==> src/hdl/dsa_pkg.sv <==
`default_nettype none
package dsa_pkg;

    localparam int SLOTS    = 64;
    localparam int RESERVED = 3;
    localparam int SLOT_W   = $clog2(SLOTS);
    localparam int CNT_W    = $clog2(SLOTS + 1);

    localparam int FUNC_W   = 2;
    localparam int SLOTIN_W = 7;
    localparam int KIND_W   = 4;
    localparam int HANDLE_W = 64;
    localparam int AUX_W    = 32;
    localparam int SLOTO_W  = 6;
    localparam int STAT_W   = 2;
    localparam int LIVE_W   = 6;

    localparam logic [FUNC_W-1:0] FN_ALLOC = 2'd0;
    localparam logic [FUNC_W-1:0] FN_GET   = 2'd1;
    localparam logic [FUNC_W-1:0] FN_FREE  = 2'd2;

    localparam logic [STAT_W-1:0] ST_OK   = 2'd0;
    localparam logic [STAT_W-1:0] ST_FULL = 2'd1;
    localparam logic [STAT_W-1:0] ST_MISS = 2'd2;

    typedef struct packed {
        logic [FUNC_W-1:0]   func;
        logic [SLOTIN_W-1:0] slot;
        logic [KIND_W-1:0]   kind;
        logic [HANDLE_W-1:0] handle;
        logic [AUX_W-1:0]    aux;
    } t_req;

    typedef struct packed {
        logic                wr_en;
        logic [SLOT_W-1:0]   wr_idx;
        logic [SLOT_W-1:0]   rd_idx;
        logic                hit;
        logic [STAT_W-1:0]   status;
        logic [SLOTO_W-1:0]  slot_out;
        logic [LIVE_W-1:0]   live_count;
    } t_dec;

endpackage
`default_nettype wire

==> src/hdl/dsa_alloc.sv <==
`default_nettype none
module dsa_alloc (
    input  wire logic          i_clk,
    input  wire logic          i_rst_n,
    input  wire logic          i_fire,
    input  wire dsa_pkg::t_req i_req,
    output dsa_pkg::t_dec      o_dec
);

    logic [dsa_pkg::SLOTS-1:0] r_used;
    logic [dsa_pkg::SLOTS-1:0] n_used;
    logic [dsa_pkg::CNT_W-1:0] r_count;
    logic [dsa_pkg::CNT_W-1:0] n_count;

    logic                       found;
    logic [dsa_pkg::SLOT_W-1:0] pick;
    logic [dsa_pkg::SLOT_W-1:0] idx;
    logic                       live;

    // lowest free slot above the reserved range
    always_comb begin
        found = 1'b0;
        pick  = '0;
        for (int i = dsa_pkg::SLOTS - 1; i >= dsa_pkg::RESERVED; i--) begin
            if (!r_used[i]) begin
                found = 1'b1;
                pick  = dsa_pkg::SLOT_W'(i);
            end
        end
    end

    assign idx  = dsa_pkg::SLOT_W'(i_req.slot);
    assign live = (32'(i_req.slot) < 32'(dsa_pkg::SLOTS))
               && (32'(i_req.slot) >= 32'(dsa_pkg::RESERVED))
               && r_used[idx];

    always_comb begin
        n_used         = r_used;
        n_count        = r_count;
        o_dec.wr_en    = 1'b0;
        o_dec.wr_idx   = pick;
        o_dec.rd_idx   = idx;
        o_dec.hit      = 1'b0;
        o_dec.status   = dsa_pkg::ST_MISS;
        o_dec.slot_out = dsa_pkg::SLOTO_W'(i_req.slot);
        case (i_req.func)
            dsa_pkg::FN_ALLOC: begin
                if (found) begin
                    o_dec.wr_en    = i_fire;
                    o_dec.status   = dsa_pkg::ST_OK;
                    o_dec.slot_out = dsa_pkg::SLOTO_W'(pick);
                    if (i_req.kind != '0) begin
                        n_used[pick] = 1'b1;
                        n_count      = r_count + 1'b1;
                    end
                end else begin
                    o_dec.status   = dsa_pkg::ST_FULL;
                    o_dec.slot_out = '0;
                end
            end
            dsa_pkg::FN_GET: begin
                if (live) begin
                    o_dec.hit    = 1'b1;
                    o_dec.status = dsa_pkg::ST_OK;
                end
            end
            dsa_pkg::FN_FREE: begin
                if (live) begin
                    o_dec.status = dsa_pkg::ST_OK;
                    n_used[idx]  = 1'b0;
                    if (r_count != '0) begin
                        n_count = r_count - 1'b1;
                    end
                end
            end
            default: begin
            end
        endcase
        o_dec.live_count = dsa_pkg::LIVE_W'(n_count);
    end

    always_ff @(posedge i_clk) begin
        if (!i_rst_n) begin
            r_used  <= '0;
            r_count <= '0;
        end else if (i_fire) begin
            r_used  <= n_used;
            r_count <= n_count;
        end
    end

endmodule
`default_nettype wire

==> config.mk <==
export PLATFORM = sky130hd
export DESIGN_NAME = dsa_alloc
export DESIGN_NICKNAME = d
export VERILOG_FILES = /design/src/hdl/dsa_pkg.sv /design/src/hdl/dsa_alloc.sv
export SDC_FILE = /design/constraint.sdc
export NUM_CORES = 1
export LEC_CHECK = 0
export ABC_AREA = 1
export BUFFER_PORTS_ARGS = -buffer_cell sky130_fd_sc_hd__buf_2
export CORE_MARGIN = 3
export CORE_UTILIZATION = 34
export DETAILED_ROUTE_END_ITERATION = 8
export PLACE_DENSITY = 0.52
export RECOVER_POWER = 50
export SLEW_MARGIN = 20
export SYNTH_ARGS = -nofsm -noshare
export SYNTH_HDL_FRONTEND = slang
export SYNTH_SLANG_ARGS = --single-unit
==> constraint.sdc <==
create_clock -name i_clk -period 7.9 [get_ports i_clk]
set_input_delay 0.395 -clock i_clk [delete_from_list [all_inputs] [get_ports i_clk]]
set_output_delay 0.395 -clock i_clk [all_outputs]
set_load 0.05 [all_outputs]
==> impl_metrics.py, run 1 <==
metrics = {
    "drt": {
        "first_pass_iters": 5,
        "ant_nets": 0,
        "drc": 0,
        "via_per_inst": 5.64,
        "vias": 6199,
        "drt_iter0_markers": 548,
        "wirelength_um": 20600,
        "wire_per_inst_um": 18.8,
    },
    "setup_path": {
        "cp_slowest_cell": "nand2_1",
        "worstSetupPathType": "reg2out",
        "critPathBufInv": 2,
        "start_kind": "register",
        "max_stage_delay_ns": 0.70,
        "crit_top_cell": "nand2_1",
        "end_kind": "output port",
        "required_ns": 7.51,
        "arrival_ns": 5.82,
        "crit_fanout": 26,
        "path_delay_family": "simple AND/OR/NAND/NOR gates",
    },
    "logic_synthesis": {
        "avgSynthCellArea_um2": 6.15,
        "yosysTopAreaCellShare_pct": 26.7,
        "synth.distinct_cells": 38,
        "synth_fp_nets": 979,
        "yosysSeqAreaShare_pct": 26.7,
        "synth_area_leaders": "dfxtp_1, nand2_1, a21oi_1, nor2_1, inv_1",
        "yosysWarnings": 0,
        "ys_seq_elements": 71,
        "netlist_area_um2": 5310,
        "synth_cells": 864,
        "synth_top_area_cell": "dfxtp_1",
    },
    "run_status": {
        "violations": "max-capacitance violations, max-slew violations",
        "status": "finished with violations",
    },
    "power_and_ir_drop": {
        "p_per_area_nw_per_um2": 158,
        "p_leak_nw": 1.92,
        "power_uw": 930,
        "irDropWorstVdd_v": 0.000125,
    },
    "global_routing": {
        "grt.total_usage_pct": 24.3,
        "antenna_found_initial": 0,
        "grt_overflow": 0,
        "grt_max_degree": 65,
        "grt_pass1_vias": 5582,
        "grt_pass1_wl_um": 31800,
    },
    "final_layout": {
        "mostFrequentLayoutCells": "nand2_1, nor2_1, inv_1, a21oi_1, dfxtp_1",
        "drive_above_1_share_pct": 6.64,
        "nets": 998,
        "diodes": 0,
        "fillers": 1749,
        "final_common_cell": "nand2_1",
        "syn_to_final_growth_pct": 10.9,
        "utilization_pct": 38.6,
    },
    "cts": {
        "ctsRootBufferMaster": "clkbuf_16",
        "clkLatencyLatePin_ns": 0.35,
        "cts_tree": "done",
        "cts_resized": 0,
        "path_clk_slew_ns": 0.06,
        "cts.sinks": 71,
        "cts_setup_buffers": 0,
        "cts_max_level": 3,
        "hold_buffers": 0,
        "cts_made_buffers": 9,
        "clock_path_buffers": 2,
    },
    "die": {
        "ioPinCount": 140,
        "core_um2": 15300,
        "rows": 45,
        "initial_core_util_pct": 34.8,
        "die_area_um2": 17200,
        "die_x_um": 131,
        "die_y_um": 131,
    },
    "sta": {
        "setup_violations": 0,
        "rsz0062_at_grt": "false",
        "tightest_slew_ns": 2.95,
        "tns_ns": 0,
        "min_period_over_period_pct": 78.7,
        "fin_crit_ns": 6.22,
        "maxSlewHeadroom_pct": -96.9,
        "final.setup_skew_ns": 0.00982,
        "hold_violations": 0,
        "max_freq_ghz": 0.161,
        "slew_violations": 65,
    },
    "place": {
        "gp_congestion": 0.928,
        "detailed_place_hpwl_um": 14000,
        "port_buffers": 43,
    },
    "min_path": {
        "holdCritPathClass": "reg2reg",
    },
    "run": {
        "cap_violations": 1,
    },
}
==> per-stage QoR <==
stage | std cells | instance area (um2) | hold WS [ns] | setup slack (ns)
final | 1099 | 5890 | 0.426 | 1.68
after floorplan | 864 | 5310 | 0.407 | 3.63
after global placement | 1083 | 5660 | 0.418 | 2.88
after CTS | 1099 | 5940 | 0.431 | 2.49
after detailed placement | 1083 | 5660 | 0.421 | 2.88
after global routing | 1099 | 5890 | 0.446 | 1.03
==> synthesized netlist by cell type <==
library cell / instances
o31ai_1: 41
o21bai_1: 1
o211ai_1: 2
nand4_4: 1
o21ai_0: 65
nand2_4: 2
a311oi_1: 3
or2_2: 2
dfxtp_1: 71
clkbuf_1: 31
a21oi_2: 3
buf_1: 2
buf_6: 3
nand2_2: 1
buf_4: 13
o22ai_1: 19
a221oi_1: 5
a31o_2: 1
ha_1: 3
nor2_1: 109
a21oi_1: 100
inv_1: 103
nor4_1: 5
o41ai_1: 3
nand4_1: 44
nand3_1: 16
o2111ai_1: 4
clkinv_1: 3
inv_2: 2
o221ai_1: 2
nor3_1: 27
a211oi_1: 5
xnor2_1: 1
xor2_1: 6
buf_2: 1
nand2_1: 157
a31oi_1: 3
a22oi_1: 4
==> where the power goes <==
group,switching [mW],internal (mW)
clock network,0.170,0.219
registers,0.00380,0.361
logic,0.134,0.0416
==> worst paths after layout <==
path,depth (start not counted),endpoint,slack [ns],startpoint
worst min register to register,2,r_used[1]$_SDFFE_PN0P_,0.43,r_used[1]$_SDFFE_PN0P_
worst max-delay path,64,o_dec[6],1.68,r_used[63]$_SDFFE_PN0P_
worst max register to register,64,r_used[58]$_SDFFE_PN0P_,2.47,r_used[63]$_SDFFE_PN0P_
worst min-delay path,2,r_used[1]$_SDFFE_PN0P_,0.43,r_used[1]$_SDFFE_PN0P_
==> routing by layer <==
metal	track usage, %	vias up	part of all wire (%)
met1	33.7	2895	45
met2	36.8	238	44
li1	-	3019	-
met3	4.43	47	7.3
met4	10.3	0	3.2
met5	0	-	0
==> worst min-delay path, stage by stage (launching register included) <==
cell     delay [ns]
dfxtp_1        0.31
nand2_1        0.05
inv_1          0.03
==> cell type report <==
| cell class | count | area, um2 | area share, % |
|---|---|---|---|
| Multi-Input combinational cell | 635 | 3240 | 54.9 |
| Timing Repair Buffer | 58 | 290 | 4.93 |
| Clock inverter | 6 | 36.3 | 0.616 |
| Inverter | 108 | 405 | 6.88 |
| Sequential cell | 71 | 1420 | 24.1 |
| Tap cell | 211 | 264 | 4.48 |
| Clock buffer | 10 | 239 | 4.06 |
==> kinds of logic after synthesis <==
group           share of synthesized area, %
simple gates                            29.8
compound gates                          29.1
buf+inv                                 12.5
flops                                   26.7
xor+xnor                                1.15
fa+ha+maj                              0.706
==> flip-flops by register name, summed over array words and instances, names as in the netlist <==
signal,count
r_count,7
r_used,64
No activity file was read; power rests on OpenSTA's default activity.
==> run 2: changes to the inputs <==
PLACE_DENSITY = 0.54   (was 0.52)
clock period = 5 ns   (was 7.9 ns; I/O delays follow)
==> run 2 against run 1 <==
  * The flow still finishes with violations (max-capacitance violations, max-slew violations)
  * Die area is the same
  * Wire length is 0.32% lower
  * Worst hold slack worse by 0.035 ns
  * Largest cell class unchanged
==> impl_metrics.py, run 2 (synthesis results as in run 1) <==
metrics = {
    "run_status": {
        "status": "finished with violations",
        "violations": "max-capacitance violations, max-slew violations",
    },
    "setup_path": {
        "end_kind": "output port",
        "start_kind": "register",
        "arrival_ns": 4.50,
        "worstSetupPathType": "reg2out",
        "crit_fanout": 7,
        "cp_slowest_cell": "dfxtp_2",
        "r2r_start": "r_used[63]$_SDFFE_PN0P_",
        "crit_start": "r_used[63]$_SDFFE_PN0P_",
        "crit_top_cell": "nand2_1",
        "path_delay_family": "simple AND/OR/NAND/NOR gates",
        "critPathBufInv": 2,
        "required_ns": 4.75,
        "max_stage_delay_ns": 0.33,
    },
    "final_layout": {
        "drive_above_1_share_pct": 9.55,
        "largest_reg_flops": 64,
        "instances_no_fill": 1122,
        "fillers": 1679,
        "syn_to_final_growth_pct": 15.6,
        "largest-register": "r_used",
        "final_common_cell": "nand2_1",
        "mostFrequentLayoutCells": "nand2_1, nor2_1, inv_1, a21oi_1, dfxtp_1",
        "utilization_pct": 40.3,
        "top_regs": "r_used x64, r_count x7",
        "nets": 1021,
        "diodes": 0,
    },
    "die": {
        "rows": 45,
        "die_y_um": 131,
        "ioPinCount": 140,
        "die_area_um2": 17200,
        "initial_core_util_pct": 34.8,
        "die_x_um": 131,
        "core_um2": 15300,
    },
    "cts": {
        "cts.sinks": 71,
        "cts_max_level": 3,
        "clock_path_buffers": 2,
        "cts_made_buffers": 9,
        "clkLatencyLatePin_ns": 0.34,
        "ctsRootBufferMaster": "clkbuf_16",
        "cts_tree": "done",
        "path_clk_slew_ns": 0.06,
    },
    "drt": {
        "first_pass_iters": 5,
        "ant_nets": 0,
        "drt_iter0_markers": 480,
        "drc": 0,
        "vias": 6228,
        "via_per_inst": 5.55,
        "wirelength_um": 20500,
        "wire_per_inst_um": 18.3,
    },
    "sta": {
        "tightest_slew_ns": 1.59,
        "setup_violations": 0,
        "maxSlewHeadroom_pct": -6.18,
        "min_period_over_period_pct": 95.0,
        "slew_violations": 33,
        "rsz0062_at_grt": "true",
        "max_freq_ghz": 0.211,
        "hold_violations": 0,
        "fin_crit_ns": 4.75,
        "final.setup_skew_ns": 0.00841,
    },
    "place": {
        "port_buffers": 43,
        "dp_cells": 1095,
        "gp_congestion": 0.946,
        "detailed_place_hpwl_um": 14400,
    },
    "global_routing": {
        "grt_pass1_vias": 5471,
        "grt.total_usage_pct": 24.1,
        "grt_pass1_wl_um": 31600,
        "grt_max_degree": 63,
        "antenna_found_initial": 0,
        "grt_overflow": 0,
    },
    "power_and_ir_drop": {
        "irDropWorstVdd_v": 0.000146,
        "p_per_area_nw_per_um2": 258,
        "power_mw": 1.59,
        "p_leak_nw": 2.05,
    },
    "run": {
        "cap_violations": 1,
    },
    "min_path": {
        "holdCritPathClass": "in2reg",
        "hp-start": "i_fire",
    },
}
==> run 2: changes by cell type in the layout (fill, tap and decap cells not counted), moves of 3 or more <==
cell	change
nand2_1	-6
buf_4	+20
clkbuf_1	+4
nand2_2	+4
dfxtp_2	+3
dfxtp_1	-3
clkinv_2	-3
==> run 2: layout make-up <==
cell class                      count  area, um2  area share [%]
Clock buffer                       13        260            4.24
Tap cell                          211        264            4.30
Timing Repair Buffer               81        459            7.48
Inverter                          108        405            6.60
Multi-Input combinational cell    635       3260            53.1
Clock inverter                      3       65.1            1.06
Sequential cell                    71       1430            23.2
==> run 2: worst paths after layout <==
kind              cells after the start                      end  slack [ns]
setup / recovery                     64                 o_dec[6]        0.25
hold / removal                        4  r_count[1]$_SDFFE_PN0P_        0.39
setup reg to reg                     66  r_used[58]$_SDFFE_PN0P_        0.49
hold reg to reg                       2   r_used[1]$_SDFFE_PN0P_        0.43
==> run 2: what timing repair did <==
action | in CTS | in global routing
endpoints found under the setup margin | 0 | 26
hold buffers | 0 | 0
resized for setup | 0 | 13
buffers inserted | 0 | 11
==> run 2: worst register-to-register path, delay by kind of cell, from the launching register on <==
family	cells	cell delay (ns)
buffers and inverters	3	0.29
and+or+nand+nor	63	3.80
DFF	1	0.34
==> run 2: power breakdown <==
| group | switching, mW | internal [mW] | total, mW |
|---|---|---|---|
| combinational | 0.210 | 0.0698 | 0.280 |
| sequential | 0.00667 | 0.571 | 0.577 |
| clock | 0.265 | 0.464 | 0.730 |
| total | 0.482 | 1.10 | 1.59 |
==> run 2: metrics by stage <==
step | cell area, um2 | setup slack, ns | setup TNS, ns | hold WS, ns
6_report | 6140 | 0.252 | 0 | 0.392
5_1_grt | 6140 | -0.197 | -0.290 | 0.461
4_1_cts | 6070 | 0.0835 | 0 | 0.386
3_5_place_dp | 5750 | 0.435 | 0 | 0.427
3_3_place_gp | 5750 | 0.373 | 0 | 0.418
2_1_floorplan | 5310 | 0.877 | 0 | 0.407
==> run 2: routing by layer <==
layer | wire length [um] | part of all wire [%] | vias to the layer above | track usage, %
met3 | 1460 | 7.1 | 34 | 3.33
met1 | 9340 | 45 | 2872 | 34.3
li1 | - | - | 3067 | -
met2 | 9200 | 45 | 255 | 37.7
met5 | 0 | 0 | - | 0
met4 | 534 | 2.6 | 0 | 7.92
